## src/sv/ths_pkg.sv

```systemverilog
// Shared types and constants for the terrain height sampler.
// No dependencies; every other file of the block but ths_ram imports this package.
package ths_pkg;

  localparam int POS_W     = 16;
  localparam int SAMPLE_W  = 8;
  localparam int HEIGHT_W  = 16;
  localparam int DIM_REG_W = 9;
  localparam int S_TDATA_W = 40;
  localparam int M_TDATA_W = 16;
  localparam int NUM_BANKS = 4;

  localparam logic [DIM_REG_W-1:0] DIM_RESET = 9'd256;

  // Kind of an input beat, carried on s_tuser.
  typedef enum logic {
    ACT_WRITE = 1'b0,
    ACT_QUERY = 1'b1
  } action_t;

  // Configuration register indexes.
  typedef enum logic {
    REG_GRID_WIDTH = 1'b0,
    REG_GRID_DEPTH = 1'b1
  } reg_index_t;

  // Per-item control that travels down the pipeline beside the payload.
  typedef struct packed {
    logic valid;     // stage holds an item
    logic query;     // item is a query (else a write)
    logic in_store;  // write position lies inside the sample store
    logic oor;       // query cell exceeds the configured grid
    logic lower;     // query falls in the lower triangle of its cell
    logic col_odd;   // low bit of the cell column
    logic row_odd;   // low bit of the cell row
  } ths_ctl_t;

endpackage

```

## src/sv/ths_blend.sv

```systemverilog
// Interpolation stages: routes the bank outputs to the triangle corners, forms the
// three weighted products, then sums them into the output register. Depends on ths_pkg.
module ths_blend
  import ths_pkg::*;
#(
  parameter int FRAC_BITS = 8
) (
  input  logic                               clk,
  input  logic                               rst,
  input  logic                               advance,
  input  ths_ctl_t                           ctl,
  input  logic [FRAC_BITS:0]                 w_a,
  input  logic [FRAC_BITS:0]                 w_01,
  input  logic [FRAC_BITS:0]                 w_10,
  input  logic [NUM_BANKS-1:0][SAMPLE_W-1:0] bank_data,
  output logic                               out_valid,
  output logic [HEIGHT_W-1:0]                height,
  output logic                               out_of_range
);

  localparam int PW = FRAC_BITS + 1 + SAMPLE_W;
  localparam int SW = PW + 2;

  logic [1:0]          idx_a;
  logic [1:0]          idx_01;
  logic [1:0]          idx_10;
  logic [SAMPLE_W-1:0] h_a;
  logic [SAMPLE_W-1:0] h_01;
  logic [SAMPLE_W-1:0] h_10;
  logic                p_valid;
  logic                p_oor;
  logic [PW-1:0]       p_a;
  logic [PW-1:0]       p_01;
  logic [PW-1:0]       p_10;
  logic [SW-1:0]       sum;

  always_comb begin
    // Bank index is {row parity, column parity}.
    idx_a  = ctl.lower ? {ctl.row_odd, ctl.col_odd} : {~ctl.row_odd, ~ctl.col_odd};
    idx_01 = {~ctl.row_odd, ctl.col_odd};
    idx_10 = {ctl.row_odd, ~ctl.col_odd};
    h_a    = bank_data[idx_a];
    h_01   = bank_data[idx_01];
    h_10   = bank_data[idx_10];
    sum    = SW'(p_a) + SW'(p_01) + SW'(p_10);
  end

  always_ff @(posedge clk) begin
    if (rst) begin
      p_valid   <= 1'b0;
      out_valid <= 1'b0;
    end else if (advance) begin
      p_valid   <= ctl.valid;
      out_valid <= p_valid;
    end
    if (advance) begin
      p_oor        <= ctl.oor;
      p_a          <= PW'(h_a) * PW'(w_a);
      p_01         <= PW'(h_01) * PW'(w_01);
      p_10         <= PW'(h_10) * PW'(w_10);
      out_of_range <= p_oor;
      height       <= p_oor ? '0 : HEIGHT_W'(sum);
    end
  end

endmodule

```

## config.mk

```make
export PLATFORM = sky130hd
export DESIGN_NAME = ths_blend
export DESIGN_NICKNAME = d
export VERILOG_FILES = /design/src/sv/ths_pkg.sv /design/src/sv/ths_blend.sv
export SDC_FILE = /design/constraint.sdc
export NUM_CORES = 1
export LEC_CHECK = 0
export BUFFER_PORTS_ARGS = -buffer_cell sky130_fd_sc_hd__clkbuf_2
export CORE_MARGIN = 2
export CORE_UTILIZATION = 25
export CTS_BUF_LIST = sky130_fd_sc_hd__clkbuf_4 sky130_fd_sc_hd__clkbuf_8
export DETAILED_ROUTE_END_ITERATION = 10
export GPL_ROUTABILITY_DRIVEN = 0
export HOLD_SLACK_MARGIN = 0.1
export PLACE_DENSITY = 0.52
export SYNTH_ARGS = -nofsm -noshare
export SYNTH_HDL_FRONTEND = slang
export SYNTH_SLANG_ARGS = --single-unit
```

## constraint.sdc

```tcl
create_clock -name clk -period 12.14 [get_ports clk]
set_clock_uncertainty 0.05 [all_clocks]
set_input_delay 0.607 -clock clk [delete_from_list [all_inputs] [get_ports clk]]
set_output_delay 0.607 -clock clk [all_outputs]
set_load 0.03 [all_outputs]
```

==> flow_summary_export.csv <==
group,metric,value,unit
hold_path,hold_class,"in2reg",
timing,fin_crit,6.037,ns
setup_path,crit_required,12.18,ns
logic_synthesis,async_flop_share,0,%
setup_path,critPathKind,"in2reg",
clock_tree,clockRootBuffer,"clkbuf_8",
timing,fin_ws,6.103,ns
timing,hold_viol_final,0,
route,wirelength,23.17,mm
logic_synthesis,synth_compound_area_share,6.894,%
power_and_ir_drop,leakagePower,0.005482,µW
timing,timing.fmax,165.6,MHz
floorplan,fp.coreArea,41020,µm²
route,wire_per_inst,14.23,µm
timing,rsz0062_at_grt,"no",
global_route,grt-busiest-layer,"met2",
logic_synthesis,yosys.area_share.adder,40.94,%
route,vias,7111,
timing,fin_tns_setup,0,ns
setup_path,arrival,6.08,ns
clock_tree,cts.path.max_buffers,2,
logic_synthesis,yosysWarnings,0,
timing,worst_pin_slew,0.8545,ns
logic_synthesis,synth_area_leaders,"fa_1, edfxtp_1, ha_1, and2_1, inv_1",
setup_path,crit_fanout,17,
setup_path,rr_startpoint,"p_10[7]",
floorplan,num_rows,74,
timing,relSlewSlack,43.03,%
clock_tree,cts_tree,"yes",
floorplan,start_util,25.44,%
global_route,grt_max_degree,69,
setup_path,reg2reg_to,"height[14]",
logic_synthesis,synthMuxAreaShare,5.659,%
setup_path,reg2reg_slack,8.92,ns
outcome,status,"complete, no violations",
route,dr.pass1.iters,4,
hold_path,min_from,"rst",
clock_tree,insertion_delay,0.34,ns
route,drt_iter0_markers,406,
floorplan,die_x,208.3,µm
global_route,grtUsageTotal,11.18,%
logic_synthesis,synth_top_area_cell,"fa_1",
setup_path,reg2reg_depth,8,
clock_tree,cts.htree.levels,3,
finish,diodes,0,
route,post-route-drc-count,0,
floorplan,fp.dieH,208.3,µm
place,dp_hpwl,19.49,mm
setup_path,end_kind,"flip-flop",
place,placed_area,11490,µm²
global_route,antenna_found_initial,1,
logic_synthesis,synthSimpleGateAreaFrac,15.41,%
hold_path,min_to,"out_valid",
global_route,met1_usage,15.76,%
power_and_ir_drop,powerDensity,263.6,nW/µm²
clock_tree,post-cts-setup-buffers,0,
timing,drv_slew,0,
finish,design_area,11710,µm²
floorplan,pin_count,87,
logic_synthesis,synth-edff-count,66,
finish,layout-drive-gt1-share,11.31,%
hold_path,min_path_cells,2,
logic_synthesis,avgSynthCellArea,10.42,µm²
finish,area_growth,12.21,%
logic_synthesis,ys.flop_type,"edfxtp_1",
global_route,use_met2,18.19,%
logic_synthesis,netlist_area,10440,µm²
run,max_cap_viol_count,0,
logic_synthesis,synthDistinctLibCells,50,
setup_path,start_kind,"input pin",
power_and_ir_drop,peakVddDrop,0.0001216,V
route,ant_nets,0,
logic_synthesis,yosysSeqAreaShare,19.38,%
logic_synthesis,synth_top_family_by_area,"adder cells",
clock_tree,hold_buffers,0,
global_route,grt_use_met3,1.992,%
logic_synthesis,ys_ff_latch,68,
timing,fin_crit_sh,49.73,%
logic_synthesis,syn_nets,1328,
logic_synthesis,netlist.area_leader.share,26.67,%
global_route,grt_pass1_wl,39.04,mm
clock_tree,post_cts_resized,0,
clock_tree,clkTransAtPathRegs,0.07,ns
global_route,grt_remaining_overflow,0,
finish,nets,1418,
timing,setup_violations,0,
place,pre_cts_ws,5.707,ns
global_route,grt_pass1_vias,7575,
logic_synthesis,synthCells,1001,
clock_tree,cts-buffers-inserted,9,
route,post_drt_via_cell_ratio,4.368,
clock_tree,clkSinkCount,68,
logic_synthesis,yosys.area_share.xor_xnor,4.700,%
floorplan,die-area,43390,µm²
finish,num-fill-cells,4310,
place,portBuffers,84,
cells in the final DEF (no fill, tap or decap), types with 3 or more instances in the layout:
| master | n |
|---|---|
| clkbuf_8 | 9 |
| fa_1 | 139 |
| mux4_2 | 19 |
| o22a_1 | 3 |
| xnor2_1 | 35 |
| mux4_1 | 5 |
| nor3_1 | 9 |
| nor2_1 | 39 |
| o21a_1 | 19 |
| a31oi_1 | 3 |
| o211ai_1 | 4 |
| a41oi_1 | 5 |
| a21oi_1 | 18 |
| a211oi_1 | 11 |
| or3_1 | 5 |
| clkbuf_2 | 83 |
| a21o_1 | 11 |
| ha_1 | 119 |
| xor2_1 | 16 |
| edfxtp_1 | 66 |
| and3_1 | 3 |
| nor2b_1 | 13 |
| nand2_1 | 66 |
| inv_1 | 186 |
| o31a_1 | 5 |
| or4_1 | 3 |
| and2_1 | 155 |
| o21ai_0 | 14 |
power breakdown:
| group | total (µW) | internal (µW) | switching [µW] |
|---|---|---|---|
| registers | 531 | 478 | 52.7 |
| clock network | 201 | 119 | 82.2 |
| logic | 2350 | 1050 | 1310 |
sequential cells by signal, indices dropped and copies added (netlist names):
signal,flops
height,16
p_10,16
p_a,16
out_valid,1
p_oor,1
p_01,16
p_valid,1
out_of_range,1
how the worst max path moves through the flow:
stage / slack (ns) / start / to / depth (start not counted)
2_1_floorplan: 6.43 / ctl[0] / p_01[15] / 18
6_report: 6.10 / ctl[0] / p_a[14] / 17
4_1_cts: 6.11 / ctl[0] / p_a[14] / 17
5_1_grt: 5.83 / ctl[0] / p_a[14] / 17
3_5_place_dp: 5.71 / ctl[0] / p_a[14] / 17
3_3_place_gp: 5.77 / ctl[0] / p_a[14] / 17
Yosys cell counts, types with 4 or more instances:
cell and count:
a211oi_1 11, a21o_1 11, a21oi_1 18, a41oi_1 5, and2_1 155, edfxtp_1 66, fa_1 139, ha_1 119
inv_1 186, mux4_1 5, mux4_2 19, nand2_1 66, nor2_1 39, nor2b_1 13, nor3_1 9, o211ai_1 4
o21a_1 19, o21ai_0 14, o31a_1 5, or3_1 5, xnor2_1 35, xor2_1 16
cell type report:
| type | count | area (µm²) | share of cell area (%) |
|---|---|---|---|
| Inverter | 186 | 698.2 | 5.963 |
| Tap cell | 532 | 665.6 | 5.685 |
| Sequential cell | 68 | 2022 | 17.27 |
| Timing Repair Buffer | 85 | 427.9 | 3.655 |
| Multi-Input combinational cell | 741 | 7680 | 65.59 |
| Clock buffer | 11 | 138.9 | 1.186 |
| Clock inverter | 5 | 76.32 | 0.6519 |
cell families after synthesis:
family,count (synthesis)
xor gates and xnor gates,53
adders and majority gates,258
AOI/OAI and AO/OA,103
buffers and inverters,192
DFF,68
muxes,27
and+or+nand+nor,300
per-layer routing:
metal / wire length (µm) / share of wire, % / vias to the layer above
li1: - / - / 3457
met1: 11430 / 49 / 3511
met2: 10430 / 45 / 127
met3: 1067 / 4.6 / 16
met4: 246 / 1.1 / 0
met5: 0 / 0 / -
through the flow:
step | power [µW] | std cells | hold slack [ns] | utilization, %
5_1_grt | 3466 | 1628 | 0.3531 | 28.55
6_report | 3086 | 1628 | 0.3803 | 28.55
3_5_place_dp | 2900 | 1612 | 0.4355 | 28.02
3_3_place_gp | 2881 | 1612 | 0.4245 | 28.02
4_1_cts | 3120 | 1628 | 0.3602 | 28.55
2_1_floorplan | 2348 | 1001 | 0.3744 | -
worst max-delay path, stage by stage:
cell and delay [ns]:
clkbuf_2 0.40, xor2_2 0.51, mux4_1 0.86, and2_1 0.29, fa_1 0.43, fa_1 0.48, inv_1 0.05, fa_1 0.48
fa_1 0.49, inv_1 0.04, ha_1 0.31, o21ai_0 0.09, nor2_1 0.09, nor4_1 0.33, nor3_1 0.14, o31ai_1 0.34
xnor2_1 0.10
No activity file was read; power rests on OpenSTA's default activity.
