`config.mk`:
```
export PLATFORM = sky130hd
export DESIGN_NAME = ths_decode
export DESIGN_NICKNAME = d
export VERILOG_FILES = /design/src/sv/ths_pkg.sv /design/src/sv/ths_decode.sv
export SDC_FILE = /design/constraint.sdc
export NUM_CORES = 1
export LEC_CHECK = 0
export BUFFER_PORTS_ARGS = -buffer_cell sky130_fd_sc_hd__buf_2
export CAP_MARGIN = 20
export CORE_AREA = 2 2 64 127
export CTS_CLUSTER_DIAMETER = 80
export DETAILED_ROUTE_END_ITERATION = 7
export DIE_AREA = 0 0 66 129
export PLACE_DENSITY = 0.8
export SETUP_SLACK_MARGIN = 0.3
export SYNTH_ARGS = -nofsm -noshare
export SYNTH_HDL_FRONTEND = slang
export SYNTH_SLANG_ARGS = --single-unit
export TNS_END_PERCENT = 20
```
`constraint.sdc`:
```
create_clock -name clk -period 2.2 [get_ports clk]
set_input_delay 0.33 -clock clk [delete_from_list [all_inputs] [get_ports clk]]
set_output_delay 0.33 -clock clk [all_outputs]
set_load 0.01 [all_outputs]
```
`src/sv/ths_pkg.sv`:
```
// Shared types and constants for the terrain height sampler.
// No dependencies; every other file of the block but ths_ram imports this package.
package ths_pkg;

  localparam int POS_W     = 16;
  localparam int SAMPLE_W  = 8;
  localparam int HEIGHT_W  = 16;
  localparam int DIM_REG_W = 9;
  localparam int S_TDATA_W = 40;
  localparam int M_TDATA_W = 16;
  localparam int NUM_BANKS = 4;

  localparam logic [DIM_REG_W-1:0] DIM_RESET = 9'd256;

  // Kind of an input beat, carried on s_tuser.
  typedef enum logic {
    ACT_WRITE = 1'b0,
    ACT_QUERY = 1'b1
  } action_t;

  // Configuration register indexes.
  typedef enum logic {
    REG_GRID_WIDTH = 1'b0,
    REG_GRID_DEPTH = 1'b1
  } reg_index_t;

  // Per-item control that travels down the pipeline beside the payload.
  typedef struct packed {
    logic valid;     // stage holds an item
    logic query;     // item is a query (else a write)
    logic in_store;  // write position lies inside the sample store
    logic oor;       // query cell exceeds the configured grid
    logic lower;     // query falls in the lower triangle of its cell
    logic col_odd;   // low bit of the cell column
    logic row_odd;   // low bit of the cell row
  } ths_ctl_t;

endpackage

```
`src/sv/ths_decode.sv`:
```
// First pipeline stage: splits a position into cell and fractions, checks the grid
// and store bounds and forms the three triangle weights. Depends on ths_pkg.
module ths_decode
  import ths_pkg::*;
#(
  parameter int MAX_DIM   = 256,
  parameter int FRAC_BITS = 8
) (
  input  logic                          clk,
  input  logic                          rst,
  input  logic                          advance,
  input  logic                          in_valid,
  input  logic                          action,
  input  logic [POS_W-1:0]              x_pos,
  input  logic [POS_W-1:0]              z_pos,
  input  logic [SAMPLE_W-1:0]           sample,
  input  logic [DIM_REG_W-1:0]          grid_width,
  input  logic [DIM_REG_W-1:0]          grid_depth,
  output ths_ctl_t                      ctl,
  output logic [$clog2(MAX_DIM)-1:0]    col,
  output logic [$clog2(MAX_DIM)-1:0]    row,
  output logic [SAMPLE_W-1:0]           sample_q,
  output logic [FRAC_BITS:0]            w_a,
  output logic [FRAC_BITS:0]            w_01,
  output logic [FRAC_BITS:0]            w_10
);

  localparam int CW = $clog2(MAX_DIM);
  localparam int WW = FRAC_BITS + 1;
  localparam logic [16:0]   MAX_DIM_V = 17'(MAX_DIM);
  localparam logic [WW-1:0] ONE       = {1'b1, {FRAC_BITS{1'b0}}};

  logic [16:0]   col_full;
  logic [16:0]   row_full;
  logic [16:0]   lim_w;
  logic [16:0]   lim_d;
  logic [WW-1:0] fx;
  logic [WW-1:0] fz;
  logic [WW-1:0] fsum;
  ths_ctl_t      ctl_next;
  logic [WW-1:0] w_a_next;
  logic [WW-1:0] w_01_next;
  logic [WW-1:0] w_10_next;

  always_comb begin
    col_full = 17'(x_pos >> FRAC_BITS);
    row_full = 17'(z_pos >> FRAC_BITS);
    lim_w    = (17'(grid_width) > MAX_DIM_V) ? MAX_DIM_V : 17'(grid_width);
    lim_d    = (17'(grid_depth) > MAX_DIM_V) ? MAX_DIM_V : 17'(grid_depth);
    fx       = {1'b0, x_pos[FRAC_BITS-1:0]};
    fz       = {1'b0, z_pos[FRAC_BITS-1:0]};
    fsum     = fx + fz;

    ctl_next.valid    = in_valid;
    ctl_next.query    = (action == ACT_QUERY);
    ctl_next.in_store = (col_full < MAX_DIM_V) && (row_full < MAX_DIM_V);
    ctl_next.oor      = (col_full + 17'd1 >= lim_w) || (row_full + 17'd1 >= lim_d);
    ctl_next.lower    = (fsum < ONE);
    ctl_next.col_odd  = col_full[0];
    ctl_next.row_odd  = row_full[0];

    // Barycentric weights; each lies in 0..ONE and the three sum to ONE.
    if (ctl_next.lower) begin
      w_a_next  = ONE - fsum;
      w_01_next = fz;
      w_10_next = fx;
    end else begin
      w_a_next  = fsum - ONE;
      w_01_next = ONE - fx;
      w_10_next = ONE - fz;
    end
  end

  always_ff @(posedge clk) begin
    if (rst) begin
      ctl <= '0;
    end else if (advance) begin
      ctl <= ctl_next;
    end
    if (advance) begin
      col      <= CW'(col_full);
      row      <= CW'(row_full);
      sample_q <= sample;
      w_a      <= w_a_next;
      w_01     <= w_01_next;
      w_10     <= w_10_next;
    end
  end

endmodule

```
==> results.sh <==
export IMPL_critPathArrivalTime_ns=2.14
export IMPL_multiInputGateArea_um2=1660
export IMPL_ys_dominant_reg_cell="sky130_fd_sc_hd__edfxtp_1"
export IMPL_setup_reg_to_reg_worst_slack_ns=1.50
export IMPL_unrepaired_setup_endpoints_after_global_routing="yes"
export IMPL_worst_path_max_delay_cell="sky130_fd_sc_hd__or2_2"
export IMPL_criticalPathCategory="input pin to register"
export IMPL_setup_ws_ns=0.252
export IMPL_synth_cells_most_frequent="sky130_fd_sc_hd__edfxtp_1, sky130_fd_sc_hd__ha_1, sky130_fd_sc_hd__nand2_1"
export IMPL_number_of_top_level_design_ports=121
export IMPL_cp_cell_sequence="buf_2, and3_4, nand3_2, or2_2, xnor2_1, ha_1, a22oi_2, nand3_1, a311oi_2, a311oi_1"
export IMPL_period_needed_ns=1.95
export IMPL_async_sr_flop_fraction_pct=0
export IMPL_vias=2866
export IMPL_cap_violations=0
export IMPL_antenna_cells=0
export IMPL_die_width_um=66
export IMPL_max_stage_delay_ns=0.32
export IMPL_worst_path_buf_inv=1
export IMPL_place_worst_setup_slack_ns=-0.151
export IMPL_startpoint_type="input pin"
export IMPL_worst_r2r_cell_count=2
export IMPL_post_synth_num_cell_types=42
export IMPL_detail_route_antenna_nets=0
export IMPL_coreArea_um2=7540
export IMPL_total_half_perimeter_wirelength_after_legalization_and_detailed_placement_um=6800
export IMPL_antenna_found_initial=0
export IMPL_cts_sinks=58
export IMPL_synth_largest_area_cell="sky130_fd_sc_hd__edfxtp_1"
export IMPL_portBuffers=120
export IMPL_number_of_warnings_reported_in_the_yosys_synthesis_log=0
export IMPL_largest_net_degree_at_the_start_of_global_routing=29
export IMPL_timing_critical_path_fanout_max=4
export IMPL_run_status="completed"
export IMPL_destination_of_the_worst_register_to_register_timing_path="ctl[3]$_SDFFE_PP0P_"
export IMPL_fin_total_pwr_mw=3.38
export IMPL_synth_top_cell_area_share_pct=46.3
export IMPL_globalplace_congestion=0.880
export IMPL_post_drt_via_cell_ratio=5.26
export IMPL_ratio_of_cells_with_drive_above_1_in_the_final_layout_pct=40.4
export IMPL_vias_in_the_first_global_route=2814
export IMPL_layout_worst_path_cycle_share_pct=88.5
export IMPL_rows=45
export IMPL_drt_first_iter_violations=214
export IMPL_clkSlewWorstSetupHoldPaths_ns=0.05
export IMPL_count_of_flip_flops_with_a_built_in_enable_after_synthesis=51
export IMPL_ff_latch_area_um2=1670
export IMPL_netlist_instances=294
export IMPL_critPathTopFamily="simple AND/OR/NAND/NOR gates"
export IMPL_routedWlPerCell_um=15.7
export IMPL_power_static_leakage_nw=2.04
export IMPL_min_path_cells=1
export IMPL_clock_latency_ns=0.32
export IMPL_synthesis_area_um2=3310
export IMPL_number_of_detailed_routing_iterations_run_before_antenna_repair=4
export IMPL_synth_seq_area_share_pct=50.5
export IMPL_timing_max_transition_violations_final=0
export IMPL_fin_nets=541
export IMPL_cts_tree="yes"
export IMPL_hold_path_startpoint="sample[6]"
export IMPL_setup_clock_skew_after_layout_ns=0
export IMPL_synth_area_per_cell_um2=11.3
export IMPL_global_route_usage_total_pct=20.7
export IMPL_hold_viol=0
export IMPL_drt_drc_violations_left=0
export IMPL_power_density_nw_per_um2=737
export IMPL_cts_htree_levels=3
export IMPL_floorplan_initialDensity_pct=43.9
export IMPL_postSynthNetCount=389
export IMPL_reg_to_reg_critical_path_startpoint="ctl[3]$_SDFFE_PP0P_"
export IMPL_numCtsBuffers=9
export IMPL_end_point_of_the_worst_hold_path="sample_q[6]$_DFFE_PP_"
export IMPL_cell_with_the_most_instances_after_synthesis="sky130_fd_sc_hd__edfxtp_1"
export IMPL_drt_total_wl_um=8550
export IMPL_achievable_frequency_mhz=513
export IMPL_synth_seq_cells=58
export IMPL_grt_pass1_wl_um=12900
export IMPL_category_of_the_worst_setup_path_capture_point="register"
export IMPL_synth_area_leaders="sky130_fd_sc_hd__edfxtp_1, sky130_fd_sc_hd__ha_1, sky130_fd_sc_hd__xnor2_1, sky130_fd_sc_hd__dfxtp_1, sky130_fd_sc_hd__xor2_1"
export IMPL_global_route_overflow_total=0
export IMPL_worst_slew_pin_slew_ns=0.551
export IMPL_fillCellCount=591
export IMPL_ctsRootBufferMaster="sky130_fd_sc_hd__clkbuf_16"
export IMPL_area_delta_synth_final_pct=38.7
export IMPL_ir_drop_uv=415
export IMPL_timing_max_slew_rel_slack_pct=62.9
export IMPL_number_of_buffers_on_the_longest_clock_path=2
export IMPL_hold_path_class="input pin to register"
export IMPL_die_area_um2=8510
export IMPL_worst_endpoint_required_ns=2.39
export IMPL_setup_viol_count_final=0
export IMPL_dieHeight_um=129
## kinds of logic (layout without fill, tap and decap cells)
kind of cell	after synthesis	count (layout)	synth area share (%)
adder cells (fa/ha/maj)	32	32	12.3
AO/OA/AOI/OAI	51	51	10.1
flip-flops	58	58	50.5
XOR/XNOR	36	36	9.75
AND/OR/NAND/NOR	97	97	13.6
multiplexers	5	5	1.51
buffers and inverters	15	172	2.19
## layer usage
metal | wire length (µm) | GRT usage (%) | vias up | part of all wire, %
li1 | - | - | 1368 | -
met1 | 2620 | 17.2 | 1340 | 31
met2 | 4950 | 39.9 | 122 | 58
met3 | 449 | 3.93 | 36 | 5.3
met4 | 531 | 16.6 | 0 | 6.2
met5 | 0 | 0 | - | 0
## power by group
group	switching (mW)	internal, mW
Sequential	0.0300	1.35
Combinational	0.454	0.380
Clock	0.420	0.751
Total	0.904	2.48
## repair_timing
item | 4_1_cts | 5_1_grt
cloned | 0 | 0
resized for setup | 10 | 6
setup endpoints to repair | 26 | 19
pin swaps | 8 | 2
buffers inserted | 1 | 0
hold buffers | 0 | 0
## per-stage QoR
stage	std cells	utilization [%]	TNS, ns	area, µm²	hold WS (ns)
after floorplan	294	-	0	3370	0.402
after global placement	528	56.6	-1.40	4270	0.453
after detailed placement	528	56.6	-2.24	4270	0.460
after CTS	545	60.5	0	4560	0.166
after global routing	545	60.8	0	4590	0.169
final	545	60.8	0	4590	0.175
## placed cells by master (no fill, tap or decap), types with 2 or more instances in the layout
cell	instances
sky130_fd_sc_hd__buf_2	116
sky130_fd_sc_hd__edfxtp_1	51
sky130_fd_sc_hd__nand2_1	30
sky130_fd_sc_hd__ha_1	29
sky130_fd_sc_hd__nor2_1	28
sky130_fd_sc_hd__buf_4	25
sky130_fd_sc_hd__xnor2_1	21
sky130_fd_sc_hd__a21oi_1	19
sky130_fd_sc_hd__xor2_1	13
sky130_fd_sc_hd__o21ai_0	9
sky130_fd_sc_hd__clkbuf_16	9
sky130_fd_sc_hd__nand3_1	7
sky130_fd_sc_hd__dfxtp_1	7
sky130_fd_sc_hd__inv_1	6
sky130_fd_sc_hd__a21o_1	5
sky130_fd_sc_hd__mux2i_1	5
sky130_fd_sc_hd__clkbuf_1	5
sky130_fd_sc_hd__clkinv_1	4
sky130_fd_sc_hd__and3_1	4
sky130_fd_sc_hd__nor3_1	4
sky130_fd_sc_hd__nand4_1	4
sky130_fd_sc_hd__nor4_1	3
sky130_fd_sc_hd__a21oi_2	3
sky130_fd_sc_hd__nor2b_1	3
sky130_fd_sc_hd__buf_12	3
sky130_fd_sc_hd__inv_2	2
sky130_fd_sc_hd__or2_2	2
sky130_fd_sc_hd__nor4b_1	2
sky130_fd_sc_hd__a211oi_1	2
sky130_fd_sc_hd__xnor2_2	2
sky130_fd_sc_hd__nand3_2	2
sky130_fd_sc_hd__nand2b_1	2
## how the worst max path moves through the flow
| stage | end | from | slack (ns) | depth (start not counted) |
|---|---|---|---|---|
| final | ctl[3]$_SDFFE_PP0P_ | x_pos[12] | 0.25 | 10 |
| after global routing | ctl[3]$_SDFFE_PP0P_ | z_pos[9] | 0.22 | 10 |
| after CTS | w_a[7]$_DFFE_PP_ | z_pos[0] | 0.28 | 10 |
| after detailed placement | w_a[7]$_DFFE_PP_ | x_pos[0] | -0.15 | 10 |
| after global placement | w_a[7]$_DFFE_PP_ | x_pos[0] | -0.09 | 10 |
| after floorplan | w_a[7]$_DFFE_PP_ | x_pos[0] | 0.12 | 9 |
## area by class of cell
| type | count | share of cell area [%] |
|---|---|---|
| multi-input cells | 221 | 36.1 |
| clock buffers | 14 | 5.32 |
| clock inverters | 2 | 0.164 |
| flip-flops and latches | 58 | 36.4 |
| inverters | 10 | 0.818 |
| well taps | 94 | 2.56 |
| repair buffers | 146 | 18.6 |
## registers in the layout, summed over array words and instances, names as in the netlist
register	count
col	8
sample_q	8
row	8
w_a	9
ctl	7
w_01	9
w_10	9
No activity file was read; power rests on OpenSTA's default activity.
